File: config.mk
export PLATFORM = sky130hd
export DESIGN_NAME = sha256_message_hasher
export DESIGN_NICKNAME = d
export VERILOG_FILES = /design/src/hdl/shamh_pkg.sv /design/src/hdl/shamh_front.sv /design/src/hdl/shamh_queue.sv /design/src/hdl/shamh_core.sv /design/src/hdl/sha256_message_hasher.sv
export VERILOG_INCLUDE_DIRS = /design/src /design/src/hdl
export SDC_FILE = /design/constraint.sdc
export NUM_CORES = 2
export LEC_CHECK = 0
export BUFFER_PORTS_ARGS = -buffer_cell sky130_fd_sc_hd__buf_4
export CAP_MARGIN = 10
export CORE_ASPECT_RATIO = 1.1
export CORE_MARGIN = 5
export CORE_UTILIZATION = 60
export CTS_CLUSTER_DIAMETER = 150
export DETAILED_ROUTE_END_ITERATION = 6
export HOLD_SLACK_MARGIN = 0.02
export PLACE_DENSITY = 0.82
export SYNTH_ARGS = -nofsm -noshare
export SYNTH_HDL_FRONTEND = slang
export SYNTH_SLANG_ARGS = --single-unit
export TNS_END_PERCENT = 30
File: constraint.sdc
create_clock -name clk_i -period 32.3 [get_ports clk_i]
set_clock_uncertainty 0.05 [all_clocks]
set_input_delay 3.23 -clock clk_i [delete_from_list [all_inputs] [get_ports clk_i]]
set_output_delay 3.23 -clock clk_i [all_outputs]
set_load 0.05 [all_outputs]
File: src/hdl/assert_macros.svh
// Assertion helpers shared by the hasher modules.
// Both expect clk_i and rst_ni in scope.
`ifndef ASSERT_MACROS_SVH
`define ASSERT_MACROS_SVH

`define SHAMH_ASSERT(lbl, prop) \
  lbl: assert property (@(posedge clk_i) disable iff (!rst_ni) prop) \
    else $error("assertion failed");

`define SHAMH_NEVER(lbl, cond) `SHAMH_ASSERT(lbl, !(cond))

`endif

File: src/hdl/shamh_pkg.sv
package shamh_pkg;

  typedef struct packed {
    logic [31:0] msg_word;
    logic [2:0]  valid_bytes;
    logic        msg_last;
  } msg_in_t;

  typedef struct packed {
    logic [31:0] digest_word;
    logic [2:0]  digest_index;
    logic        digest_last;
  } digest_out_t;

  // one padded message word on its way to the round engine
  typedef struct packed {
    logic [31:0] word;
    logic        msg_end;
  } queue_entry_t;

  typedef struct packed {
    logic         push;
    queue_entry_t entry;
  } queue_push_t;

  typedef enum logic [2:0] {
    FS_IN,
    FS_MARK,
    FS_ZERO,
    FS_LEN_HI,
    FS_LEN_LO
  } front_state_e;

  typedef enum logic [1:0] {
    CS_ROUND,
    CS_ADD,
    CS_OUT
  } core_state_e;

  localparam logic [31:0] PAD_MARK    = 32'h8000_0000;
  localparam logic [7:0]  PAD_BYTE    = 8'h80;
  localparam logic [3:0]  LEN_SLOT    = 4'd14;
  localparam logic [2:0]  FULL_BYTES  = 3'd4;
  localparam logic [5:0]  LAST_ROUND  = 6'd63;
  localparam logic [5:0]  LAST_LOAD   = 6'd15;
  localparam logic [2:0]  LAST_DIGEST = 3'd7;

  localparam logic [31:0] HASH_INIT [8] = '{
    32'h6a09e667, 32'hbb67ae85, 32'h3c6ef372, 32'ha54ff53a,
    32'h510e527f, 32'h9b05688c, 32'h1f83d9ab, 32'h5be0cd19
  };

  function automatic logic [31:0] round_k(logic [5:0] t);
    logic [31:0] k;
    case (t)
      6'd0:  k = 32'h428a2f98;  6'd1:  k = 32'h71374491;
      6'd2:  k = 32'hb5c0fbcf;  6'd3:  k = 32'he9b5dba5;
      6'd4:  k = 32'h3956c25b;  6'd5:  k = 32'h59f111f1;
      6'd6:  k = 32'h923f82a4;  6'd7:  k = 32'hab1c5ed5;
      6'd8:  k = 32'hd807aa98;  6'd9:  k = 32'h12835b01;
      6'd10: k = 32'h243185be;  6'd11: k = 32'h550c7dc3;
      6'd12: k = 32'h72be5d74;  6'd13: k = 32'h80deb1fe;
      6'd14: k = 32'h9bdc06a7;  6'd15: k = 32'hc19bf174;
      6'd16: k = 32'he49b69c1;  6'd17: k = 32'hefbe4786;
      6'd18: k = 32'h0fc19dc6;  6'd19: k = 32'h240ca1cc;
      6'd20: k = 32'h2de92c6f;  6'd21: k = 32'h4a7484aa;
      6'd22: k = 32'h5cb0a9dc;  6'd23: k = 32'h76f988da;
      6'd24: k = 32'h983e5152;  6'd25: k = 32'ha831c66d;
      6'd26: k = 32'hb00327c8;  6'd27: k = 32'hbf597fc7;
      6'd28: k = 32'hc6e00bf3;  6'd29: k = 32'hd5a79147;
      6'd30: k = 32'h06ca6351;  6'd31: k = 32'h14292967;
      6'd32: k = 32'h27b70a85;  6'd33: k = 32'h2e1b2138;
      6'd34: k = 32'h4d2c6dfc;  6'd35: k = 32'h53380d13;
      6'd36: k = 32'h650a7354;  6'd37: k = 32'h766a0abb;
      6'd38: k = 32'h81c2c92e;  6'd39: k = 32'h92722c85;
      6'd40: k = 32'ha2bfe8a1;  6'd41: k = 32'ha81a664b;
      6'd42: k = 32'hc24b8b70;  6'd43: k = 32'hc76c51a3;
      6'd44: k = 32'hd192e819;  6'd45: k = 32'hd6990624;
      6'd46: k = 32'hf40e3585;  6'd47: k = 32'h106aa070;
      6'd48: k = 32'h19a4c116;  6'd49: k = 32'h1e376c08;
      6'd50: k = 32'h2748774c;  6'd51: k = 32'h34b0bcb5;
      6'd52: k = 32'h391c0cb3;  6'd53: k = 32'h4ed8aa4a;
      6'd54: k = 32'h5b9cca4f;  6'd55: k = 32'h682e6ff3;
      6'd56: k = 32'h748f82ee;  6'd57: k = 32'h78a5636f;
      6'd58: k = 32'h84c87814;  6'd59: k = 32'h8cc70208;
      6'd60: k = 32'h90befffa;  6'd61: k = 32'ha4506ceb;
      6'd62: k = 32'hbef9a3f7;  6'd63: k = 32'hc67178f2;
      default: k = 32'h0;
    endcase
    return k;
  endfunction

  function automatic logic [31:0] rotr(logic [31:0] x, int unsigned n);
    logic [63:0] xx;
    xx = {x, x} >> n;
    return xx[31:0];
  endfunction

  function automatic logic [31:0] big_sigma0(logic [31:0] x);
    return rotr(x, 2) ^ rotr(x, 13) ^ rotr(x, 22);
  endfunction

  function automatic logic [31:0] big_sigma1(logic [31:0] x);
    return rotr(x, 6) ^ rotr(x, 11) ^ rotr(x, 25);
  endfunction

  function automatic logic [31:0] small_sigma0(logic [31:0] x);
    return rotr(x, 7) ^ rotr(x, 18) ^ (x >> 3);
  endfunction

  function automatic logic [31:0] small_sigma1(logic [31:0] x);
    return rotr(x, 17) ^ rotr(x, 19) ^ (x >> 10);
  endfunction

endpackage

File: src/hdl/shamh_front.sv
module shamh_front (
  input  logic                  clk_i,
  input  logic                  rst_ni,
  input  logic                  in_valid_i,
  output logic                  in_stall_o,
  input  shamh_pkg::msg_in_t    in_word_i,
  input  logic                  q_full_i,
  output shamh_pkg::queue_push_t q_push_o
);
  import shamh_pkg::*;

  front_state_e state_q, state_d;
  logic [3:0]   fill_q, fill_d;
  logic [60:0]  total_q, total_d;
  logic [2:0]   nbytes;
  logic [31:0]  packed_word;
  logic         accept;
  logic [3:0]   fill_inc;

  always_comb begin
    if (!in_word_i.msg_last || (in_word_i.valid_bytes inside {[3'd4:3'd7]})) begin
      nbytes = FULL_BYTES;
    end else begin
      nbytes = in_word_i.valid_bytes;
    end
  end

  // mask unused bytes; a short last word carries its own pad byte
  always_comb begin
    case (nbytes)
      3'd0:    packed_word = PAD_MARK;
      3'd1:    packed_word = {in_word_i.msg_word[31:24], PAD_BYTE, 16'h0};
      3'd2:    packed_word = {in_word_i.msg_word[31:16], PAD_BYTE, 8'h0};
      3'd3:    packed_word = {in_word_i.msg_word[31:8], PAD_BYTE};
      default: packed_word = in_word_i.msg_word;
    endcase
  end

  assign fill_inc = fill_q + 4'd1;
  assign accept   = in_valid_i && !in_stall_o;

  // outputs
  always_comb begin
    in_stall_o           = (state_q != FS_IN) || q_full_i;
    q_push_o.push        = 1'b0;
    q_push_o.entry.word  = '0;
    q_push_o.entry.msg_end = 1'b0;
    case (state_q)
      FS_IN: begin
        q_push_o.push       = accept;
        q_push_o.entry.word = packed_word;
      end
      FS_MARK: begin
        q_push_o.push       = !q_full_i;
        q_push_o.entry.word = PAD_MARK;
      end
      FS_ZERO: begin
        q_push_o.push = !q_full_i;
      end
      FS_LEN_HI: begin
        q_push_o.push       = !q_full_i;
        q_push_o.entry.word = total_q[60:29];
      end
      FS_LEN_LO: begin
        q_push_o.push          = !q_full_i;
        q_push_o.entry.word    = {total_q[28:0], 3'b000};
        q_push_o.entry.msg_end = 1'b1;
      end
      default: begin
        q_push_o.push = 1'b0;
      end
    endcase
  end

  // next state
  always_comb begin
    state_d = state_q;
    case (state_q)
      FS_IN: begin
        if (accept && in_word_i.msg_last) begin
          if (nbytes == FULL_BYTES) begin
            state_d = FS_MARK;
          end else if (fill_inc == LEN_SLOT) begin
            state_d = FS_LEN_HI;
          end else begin
            state_d = FS_ZERO;
          end
        end
      end
      FS_MARK, FS_ZERO: begin
        if (!q_full_i) begin
          state_d = (fill_inc == LEN_SLOT) ? FS_LEN_HI : FS_ZERO;
        end
      end
      FS_LEN_HI: begin
        if (!q_full_i) begin
          state_d = FS_LEN_LO;
        end
      end
      FS_LEN_LO: begin
        if (!q_full_i) begin
          state_d = FS_IN;
        end
      end
      default: state_d = FS_IN;
    endcase
  end

  // counters
  always_comb begin
    fill_d  = q_push_o.push ? fill_inc : fill_q;
    total_d = total_q;
    if (accept) begin
      total_d = total_q + 61'(nbytes);
    end
    if (state_q == FS_LEN_LO && !q_full_i) begin
      total_d = '0;
    end
  end

  always_ff @(posedge clk_i or negedge rst_ni) begin
    if (!rst_ni) begin
      state_q <= FS_IN;
      fill_q  <= '0;
      total_q <= '0;
    end else begin
      state_q <= state_d;
      fill_q  <= fill_d;
      total_q <= total_d;
    end
  end

endmodule

File: src/hdl/shamh_queue.sv
`include "assert_macros.svh"

module shamh_queue #(
  parameter int unsigned DEPTH = 4
) (
  input  logic                    clk_i,
  input  logic                    rst_ni,
  input  shamh_pkg::queue_push_t  push_i,
  output logic                    full_o,
  input  logic                    pop_i,
  output logic                    empty_o,
  output shamh_pkg::queue_entry_t head_o
);
  import shamh_pkg::*;

  localparam int unsigned PtrW = (DEPTH > 1) ? $clog2(DEPTH) : 1;
  localparam int unsigned CntW = $clog2(DEPTH + 1);
  localparam logic [PtrW-1:0] LastPtr = PtrW'(DEPTH - 1);

  queue_entry_t    mem_q [DEPTH];
  logic [PtrW-1:0] wr_ptr_q, rd_ptr_q;
  logic [CntW-1:0] count_q;
  logic            do_push, do_pop;

  assign full_o  = (count_q == CntW'(DEPTH));
  assign empty_o = (count_q == '0);
  assign head_o  = mem_q[rd_ptr_q];
  assign do_push = push_i.push && !full_o;
  assign do_pop  = pop_i && !empty_o;

  always_ff @(posedge clk_i) begin
    if (do_push) begin
      mem_q[wr_ptr_q] <= push_i.entry;
    end
  end

  always_ff @(posedge clk_i or negedge rst_ni) begin
    if (!rst_ni) begin
      wr_ptr_q <= '0;
      rd_ptr_q <= '0;
      count_q  <= '0;
    end else begin
      if (do_push) begin
        wr_ptr_q <= (wr_ptr_q == LastPtr) ? '0 : wr_ptr_q + PtrW'(1);
      end
      if (do_pop) begin
        rd_ptr_q <= (rd_ptr_q == LastPtr) ? '0 : rd_ptr_q + PtrW'(1);
      end
      case ({do_push, do_pop})
        2'b10:   count_q <= count_q + CntW'(1);
        2'b01:   count_q <= count_q - CntW'(1);
        default: count_q <= count_q;
      endcase
    end
  end

  `SHAMH_NEVER(no_overflow_a, push_i.push && full_o)
  `SHAMH_ASSERT(count_bound_a, count_q <= CntW'(DEPTH))

endmodule

File: src/hdl/shamh_core.sv
`include "assert_macros.svh"

module shamh_core (
  input  logic                    clk_i,
  input  logic                    rst_ni,
  input  logic                    q_empty_i,
  input  shamh_pkg::queue_entry_t q_head_i,
  output logic                    q_pop_o,
  output logic                    out_valid_o,
  input  logic                    out_stall_i,
  output shamh_pkg::digest_out_t  out_word_o
);
  import shamh_pkg::*;

  core_state_e state_q, state_d;
  logic [5:0]  round_q, round_d;
  logic [2:0]  idx_q, idx_d;
  logic        done_q, done_d;
  logic [31:0] hash_q [8];
  logic [31:0] hash_d [8];
  logic [31:0] vars_q [8];
  logic [31:0] vars_d [8];
  logic [31:0] win_q [16];
  logic [31:0] win_d [16];
  logic        loading, step, out_take;
  logic [31:0] w, t1, t2, ch, maj;

  assign loading  = (round_q[5:4] == 2'b00);
  assign out_take = (state_q == CS_OUT) && !out_stall_i;

  // outputs
  always_comb begin
    q_pop_o                 = 1'b0;
    out_valid_o             = 1'b0;
    step                    = 1'b0;
    out_word_o.digest_word  = hash_q[idx_q];
    out_word_o.digest_index = idx_q;
    out_word_o.digest_last  = (idx_q == LAST_DIGEST);
    case (state_q)
      CS_ROUND: begin
        q_pop_o = loading && !q_empty_i;
        step    = !loading || !q_empty_i;
      end
      CS_OUT: begin
        out_valid_o = 1'b1;
      end
      default: begin
        step = 1'b0;
      end
    endcase
  end

  // next state
  always_comb begin
    state_d = state_q;
    case (state_q)
      CS_ROUND: begin
        if (step && round_q == LAST_ROUND) begin
          state_d = CS_ADD;
        end
      end
      CS_ADD: begin
        state_d = done_q ? CS_OUT : CS_ROUND;
      end
      CS_OUT: begin
        if (out_take && idx_q == LAST_DIGEST) begin
          state_d = CS_ROUND;
        end
      end
      default: state_d = CS_ROUND;
    endcase
  end

  // schedule word and round function
  always_comb begin
    if (loading) begin
      w = q_head_i.word;
    end else begin
      w = small_sigma1(win_q[14]) + win_q[9] + small_sigma0(win_q[1]) + win_q[0];
    end
    ch  = (vars_q[4] & vars_q[5]) ^ (~vars_q[4] & vars_q[6]);
    maj = (vars_q[0] & vars_q[1]) ^ (vars_q[0] & vars_q[2]) ^ (vars_q[1] & vars_q[2]);
    t1  = vars_q[7] + big_sigma1(vars_q[4]) + ch + round_k(round_q) + w;
    t2  = big_sigma0(vars_q[0]) + maj;
  end

  always_comb begin
    round_d = round_q;
    idx_d   = idx_q;
    done_d  = done_q;
    hash_d  = hash_q;
    vars_d  = vars_q;
    win_d   = win_q;
    case (state_q)
      CS_ROUND: begin
        if (step) begin
          round_d = round_q + 6'd1;
          for (int i = 0; i < 15; i++) begin
            win_d[i] = win_q[i+1];
          end
          win_d[15] = w;
          vars_d[0] = t1 + t2;
          vars_d[1] = vars_q[0];
          vars_d[2] = vars_q[1];
          vars_d[3] = vars_q[2];
          vars_d[4] = vars_q[3] + t1;
          vars_d[5] = vars_q[4];
          vars_d[6] = vars_q[5];
          vars_d[7] = vars_q[6];
          if (round_q == LAST_LOAD) begin
            done_d = q_head_i.msg_end;
          end
        end
      end
      CS_ADD: begin
        for (int i = 0; i < 8; i++) begin
          hash_d[i] = hash_q[i] + vars_q[i];
          vars_d[i] = hash_q[i] + vars_q[i];
        end
      end
      CS_OUT: begin
        if (out_take) begin
          idx_d = idx_q + 3'd1;
          if (idx_q == LAST_DIGEST) begin
            done_d = 1'b0;
            hash_d = HASH_INIT;
            vars_d = HASH_INIT;
          end
        end
      end
      default: begin
        done_d = 1'b0;
      end
    endcase
  end

  always_ff @(posedge clk_i) begin
    win_q <= win_d;
  end

  always_ff @(posedge clk_i or negedge rst_ni) begin
    if (!rst_ni) begin
      state_q <= CS_ROUND;
      round_q <= '0;
      idx_q   <= '0;
      done_q  <= 1'b0;
      hash_q  <= HASH_INIT;
      vars_q  <= HASH_INIT;
    end else begin
      state_q <= state_d;
      round_q <= round_d;
      idx_q   <= idx_d;
      done_q  <= done_d;
      hash_q  <= hash_d;
      vars_q  <= vars_d;
    end
  end

  `SHAMH_ASSERT(round_only_a, (round_q != 6'd0) |-> (state_q == CS_ROUND))
  `SHAMH_ASSERT(hash_reinit_a, (out_take && idx_q == LAST_DIGEST) |=> (hash_q[0] == HASH_INIT[0]))

endmodule

File: src/hdl/sha256_message_hasher.sv
// SHA-256 hasher over a stream of big-endian 32-bit message words.
// Input channel (in_valid_i / in_stall_o / in_word_i): one word per accept,
// valid_bytes below four only on the word flagged msg_last.
// Output channel (out_valid_o / out_stall_i / out_word_o): eight digest
// words, index 0 first, digest_last on index 7.
// The front pads the message (0x80 mark, zeros, 64-bit bit length) and
// feeds a short word queue; input is stalled while padding is pushed
// (up to 18 words after the last one) or while the queue is full.
// The round engine runs one SHA-256 round per cycle: rounds 0..15 take
// one queued word each and wait while the queue is empty, 16..63 use the
// rolling schedule; an add step then adds the working variables into the
// hash. After the last block's add the digest is output one word per
// cycle while out_stall_i is low.
// A stalled digest word is held unchanged; the engine waits and the queue
// keeps filling meanwhile. After the eighth word the hash returns to its
// initial values for the next message.
// Reset: asynchronous, active low; hash set to the initial values, queue
// and counters cleared.
module sha256_message_hasher #(
  parameter int unsigned QUEUE_DEPTH = 4
) (
  input  logic                   clk_i,
  input  logic                   rst_ni,
  input  logic                   in_valid_i,
  output logic                   in_stall_o,
  input  shamh_pkg::msg_in_t     in_word_i,
  output logic                   out_valid_o,
  input  logic                   out_stall_i,
  output shamh_pkg::digest_out_t out_word_o
);
  import shamh_pkg::*;

  queue_push_t  q_push;
  queue_entry_t q_head;
  logic         q_full, q_empty, q_pop;

  shamh_front u_front (
    .clk_i      (clk_i),
    .rst_ni     (rst_ni),
    .in_valid_i (in_valid_i),
    .in_stall_o (in_stall_o),
    .in_word_i  (in_word_i),
    .q_full_i   (q_full),
    .q_push_o   (q_push)
  );

  shamh_queue #(
    .DEPTH (QUEUE_DEPTH)
  ) u_queue (
    .clk_i   (clk_i),
    .rst_ni  (rst_ni),
    .push_i  (q_push),
    .full_o  (q_full),
    .pop_i   (q_pop),
    .empty_o (q_empty),
    .head_o  (q_head)
  );

  shamh_core u_core (
    .clk_i       (clk_i),
    .rst_ni      (rst_ni),
    .q_empty_i   (q_empty),
    .q_head_i    (q_head),
    .q_pop_o     (q_pop),
    .out_valid_o (out_valid_o),
    .out_stall_i (out_stall_i),
    .out_word_o  (out_word_o)
  );

endmodule
* Word-level counts from Yosys, hierarchy flattened
Memories as Yosys holds them, arrays and structs flattened.
Cells that the tools add are included.
** Storage, ports and cells
- Register bits :: 1111
- Bits in writable memories :: 132
- Bits in read-only memories :: 2048
- Input bits :: 40
- Output and inout bits :: 38
- Logic and storage cells :: 199
- Memories kept :: 2
** Memories
- (name not given) :: words 64, width 32, read ports 1, clocked after Yosys merged registers in 0, write ports 0, RTL line shamh_pkg.sv:55 : case (t)
- u_queue.mem_q :: words 4, width 33, read ports 1, clocked after Yosys merged registers in 0, write ports 1, RTL line shamh_queue.sv:20 : queue_entry_t mem_q [DEPTH];
** Cells by class
- $add $sub $neg :: 26
- Magnitude comparators :: 3
- Eq/ne operators :: 29
- Muxes and demuxes :: 40
- Bitwise gates (word level) :: 19
- Reduce and logical (&&, ||, !) cells :: 38
** Operators with widths (count)
- $mux 256 :: 3
- $pmux 256 s3 :: 1
- $add 32x32->32 :: 18
- $pmux 256 s2 :: 1
- $xor 32x32->32 :: 9
- $pmux 32 s4 :: 2
- $and 32x32->32 :: 5
- $mux 61 :: 2
- $bmux 32 s3 :: 1
- $mux 32 :: 3
- $add 61x3->61 :: 1
- $not 32->32 :: 1
- $xor 32x22->32 :: 1
- $xor 32x29->32 :: 1
- $mux 3 :: 6
- $eq 3x2->1 const B :: 4
- $eq 3x3->1 const B :: 4
- $pmux 3 s4 :: 1
- $mux 1 :: 11
- $logic_and 1x1->1 :: 10
- $mux 2 :: 5
- $ne 2x1->1 const B :: 5
- $ne 2x2->1 const B :: 5
- $logic_not 3->1 :: 3
- other kinds (31) :: 52

* Depth between registers and ports, before layout
- Word-level depth :: 10
- Depth in mapped cells :: 47
- Depth with buffers taken out :: 46

* By module
Synthesis repeated with hierarchy kept, for this count alone.
** Unflattened totals
- Cell total of the unflattened synthesis :: 7459
- Area, all modules :: 77938.5 um^2
** Modules (own cells, without submodules)
- shamh_core :: instances 1, cells each 6753, area each 68343.0 um^2, sequential area each 28827.6 um^2
- shamh_queue :: instances 1, cells each 213, area each 5263.8 um^2, sequential area each 4139.0 um^2
- shamh_front :: instances 1, cells each 493, area each 4331.7 um^2, sequential area each 1701.6 um^2

* Worst setup path before layout
No wires, ideal clock.
- Path kind :: register to register
- From :: register u_core.round_q[4]
- To :: register u_core.round_q[5]
- Setup time :: 133 ps
- Arrival time :: 25347 ps
- Setup slack :: 6771 ps
- Stages on the path, launching flop included :: 8
- Buffers on the path :: 1
- Path through :: dfrtp_1 -> clkbuf_1 -> nor2_2 -> and2_1 -> nor2_1 -> nand3_1 -> or2_2 -> xnor2_1
** Between the ends
- Cells in the longest elaborated chain, start to end :: 5
- Elaborated cells between the ends (all ways) :: 6
** Ends and longest elaborated chain
- start: declaration :: RTL line shamh_core.sv:16 : logic [5:0] round_q, round_d;
- start signal: assignment :: RTL line shamh_core.sv:151 : round_q <= round_d;
- branches (longest 5 deep; another with $add 6x1->6)
Several ways; the timed one is not identified.
A chain may end at the register's enable or synchronous reset.

* Worst setup path in the final report
- From :: register u_core.win_q[51] in the netlist's numbering
- To :: register u_core.vars_q[255] in the netlist's numbering
** Between the ends
- Cells in the longest elaborated chain, start to end :: 10
** Ends and longest elaborated chain
- start: declaration :: RTL line shamh_core.sv:23 : logic [31:0] win_q [16];
- start signal: assignment :: RTL line shamh_core.sv:138 : win_q <= win_d;
- $xor 32x32->32 :: RTL line shamh_pkg.sv:112 : return rotr(x, 17) ^ rotr(x, 19) ^ (x >> 10);
- $xor 32x22->32 * :: RTL line shamh_pkg.sv:112
- $add 32x32->32 * (3 in series) :: RTL line shamh_core.sv:79 : w = small_sigma1(win_q[14]) + win_q[9] + small_sigma0(win_q[1]) + win_q[0];
- $mux 32 * :: RTL line shamh_core.sv:76 : if (loading) begin
- $add 32x32->32 * :: RTL line shamh_core.sv:83 : t1 = vars_q[7] + big_sigma1(vars_q[4]) + ch + round_k(round_q) + w;
- $add 32x32->32 * :: RTL line shamh_core.sv:102 : vars_d[0] = t1 + t2;
- $mux 256 * :: RTL line shamh_core.sv:96 : if (step) begin
- $pmux 256 s3 * :: RTL line shamh_core.sv:94 : case (state_q)
- end signal: assignment :: RTL line shamh_core.sv:155 : vars_q <= vars_d;
- end: declaration :: RTL line shamh_core.sv:21 : logic [31:0] vars_q [8];
Every way passes the cells marked *; elsewhere a longest branch is shown, timed or not. The select of a mux whose other input is x is not followed.

==> results.json <==
{
  "area_of_the_mapped_netlist_mm2": 0.07725,
  "fin_nets": 7998,
  "cts_buffers": 133,
  "report.final.hold_viol_count": 0,
  "synth_cells": 7436,
  "timing.hold.worst_path_depth": 0,
  "cts_htree_levels": 4,
  "routed.top_layer": "met5",
  "synthDominantCellAreaShare_pct": 25.03,
  "dpl.hpwl_mm": 179.7,
  "clock_latency_ns": 0.79,
  "final_period_minus_worst_setup_slack_ns": 11.33,
  "drt_wl_total_mm": 252.7,
  "die_area_mm2": 0.1360,
  "max_cap_violations": 0,
  "clock_tree_from_tritoncts": "yes",
  "timing.final.crit_share_pct": 35.07,
  "fmaxAchievable_ghz": 0.08827,
  "synth-seq-cells": 1243,
  "path_class": "flop to flop",
  "netlist.top_cell.by_area": "edfxtp_1",
  "synthesis.area_per_instance_um2": 10.39,
  "synth.distinct_cells": 98,
  "grt_antenna_before_repair": 8,
  "post_drt_wl_per_cell_um": 27.67,
  "std_cell_rows": 138,
  "critical_path.startpoint_type": "flop",
  "clkSlewWorstSetupHoldPaths_ns": 0.07,
  "m1WireLength_mm": 89.60,
  "yosys-top-cells-count": "edfxtp_1 (644), nand2_1 (638), a21oi_1 (621)",
  "setup_viol_count_final": 0,
  "drive_above_1_share_pct": 11.88,
  "floorplan.initialDensity_pct": 60.21,
  "vias_in_the_first_global_route": 60540,
  "final-max-slew-violation-count": 0,
  "placeableCoreArea_mm2": 0.1283,
  "global_route_wire_length_before_repair_mm": 376.0,
  "area_delta_synth_final_pct": 8.347,
  "clockRootBuffer": "clkbuf_16",
  "drt.antenna.violating_nets": 0,
  "synthMostInstantiatedCell": "edfxtp_1",
  "drc": 16,
  "drt_pass1_iterations": 7,
  "port_buffers": 77,
  "critical_path.endpoint_type": "flop",
  "syn-num-nets": 8093,
  "die_y_um": 386.3,
  "globalRouteOverflowTotal": 0,
  "synth-warning-count": 0,
  "clock_path_buffers": 3,
  "num_io_pins": 78,
  "grt_setup_unrepaired": "no",
  "vias": 60860,
  "cts_hold_repair_buffers": 0,
  "post-cts-setup-buffer-count": 0,
  "grt_max_degree": 130,
  "synth.top_cells.by_area": "edfxtp_1 (25%), dfrtp_1 (11%), dfstp_2 (9.3%)",
  "failing_checks": "design-rule violations",
  "worstHoldPathType": "flop to flop",
  "ys_async_sr_fraction_pct": 48.19,
  "avgViaCountPerCell": 6.664,
  "dieWidth_um": 352.1,
  "final.setup.tns_ns": 0,
  "synth-seq-area-share_pct": 44.88,
  "arrival_ns": 11.95,
  "status": "finished, violations left",
  "worst_slew_pin_slew_ns": 1.205,
  "cts.sink_count": 1243,
  "cpMaxStageDelayCell": "fa_1",
  "worst-path-max-fanout": 6,
  "maxSlewHeadroom_pct": 18.84,
  "synth_enable_flop_cells": 644,
  "wl_met3_mm": 23.06,
  "globalplace.congestion": 1.027,
  "post_cts_resized": 0,
  "synth_flop_cell": "edfxtp_1",
  "drt_iter0_drc": 7152,
  "groute.usage.overall_pct": 36.67,
  "timing.critical_path.slowest_cell_delay_ns": 0.53,
  "critical_path_required_ns": 32.92,
  "r2r_cells": 46,
  "route.met2.wl_mm": 119.4
}
cell usage in the layout (no fill, tap or decap), types with 80 or more instances in the layout:
cell type  synthesis  layout
a21oi_1          621     621
mux4_2           100     100
nand2_1          638     635
o21a_1            80      80
clkbuf_16          0     135
fa_1             199     199
xor2_1           194     194
a21o_1           210     210
nor2_1           524     515
dfstp_2          272     272
buf_4              0     153
dfrtp_1          327     320
o21ai_0          592     591
ha_1             418     415
nand3_1          169     169
inv_1            443     442
xnor2_1          458     458
nor3_1            84      84
edfxtp_1         644     644
cell type report:
class                      count  area [µm²]
antenna                        4       10.01
clock buffer                 175        3689
clock inverter                68       709.4
fill                        9651       44600
inverter                     447        1685
multi-input combinational   5359       39590
sequential                  1243       34680
tap                         1680        2102
timing repair buffer         157        1224
per-layer routing:
layer | vias up | GRT usage (%)
met1 | 29740 | 44.43
met5 | - | 0
li1 | 26490 | -
met4 | 2 | 25.35
met3 | 928 | 6.573
met2 | 3695 | 60.23
critical path, delay by kind of cell, from the launching register on:
family / cells / cell delay [ns]
XOR/XNOR: 4 / 1.26
AO/OA/AOI/OAI: 19 / 3.99
adder cells (fa/ha/maj): 8 / 3.24
buffers and inverters: 5 / 0.43
flip-flops: 1 / 0.48
AND/OR/NAND/NOR: 9 / 1.27
multiplexers: 1 / 0.50
path summary, 6_finish.rpt:
kind	slack (ns)	endpoint	start
max reg2reg	20.97	u_core.vars_q[255]	u_core.win_q[51]
min reg2reg	0.36	u_core.win_q[262]	u_core.win_q[230]
max	20.97	u_core.vars_q[255]	u_core.win_q[51]
max in group asynchronous	26.43	u_core.vars_q[34]	rst_ni
min	0.36	u_core.win_q[262]	u_core.win_q[230]
min in group asynchronous	2.45	u_core.hash_q[163]	rst_ni
stage by stage:
| step | hold slack [ns] | utilization, % | instances | worst slack [ns] | cell area (µm²) |
|---|---|---|---|---|---|
| after floorplan | 0.3503 | - | 7436 | 6.771 | 77250 |
| after global placement | 0.3501 | 61.80 | 8886 | 21.38 | 79290 |
| after detailed placement | 0.3545 | 61.80 | 8886 | 21.26 | 79290 |
| after CTS | 0.3511 | 65.23 | 9129 | 21.15 | 83680 |
| after global routing | 0.3613 | 65.23 | 9129 | 20.34 | 83680 |
| final | 0.3588 | 65.24 | 9133 | 20.97 | 83690 |
logic make-up (layout without fill, tap and decap cells):
family	count (synthesis)	after routing	share of synthesized area [%]
multiplexers	189	189	4.171
AND/OR/NAND/NOR	1777	1777	10.33
adder cells (fa/ha/maj)	633	633	12.14
other	0	4	0
buffers and inverters	834	847	4.057
flip-flops	1243	1243	44.88
XOR/XNOR	654	654	7.443
AO/OA/AOI/OAI	2106	2106	16.98
state kept, by name, indices dropped and copies added, names as in the netlist:
register	flops
u_core.done_q	1
u_core.hash_q	256
u_front.fill_q	4
u_queue.count_q	3
u_queue.rd_ptr_q	2
u_queue.wr_ptr_q	2
u_core.state_q	2
u_core.round_q	6
u_queue.mem_q	132
u_core.win_q	512
u_front.total_q	61
u_core.idx_q	3
u_front.state_q	3
u_core.vars_q	256
Power is left out: the tool's default activity adds up to more than one toggle a clock period on the data nets, which glitch-free logic cannot reach.
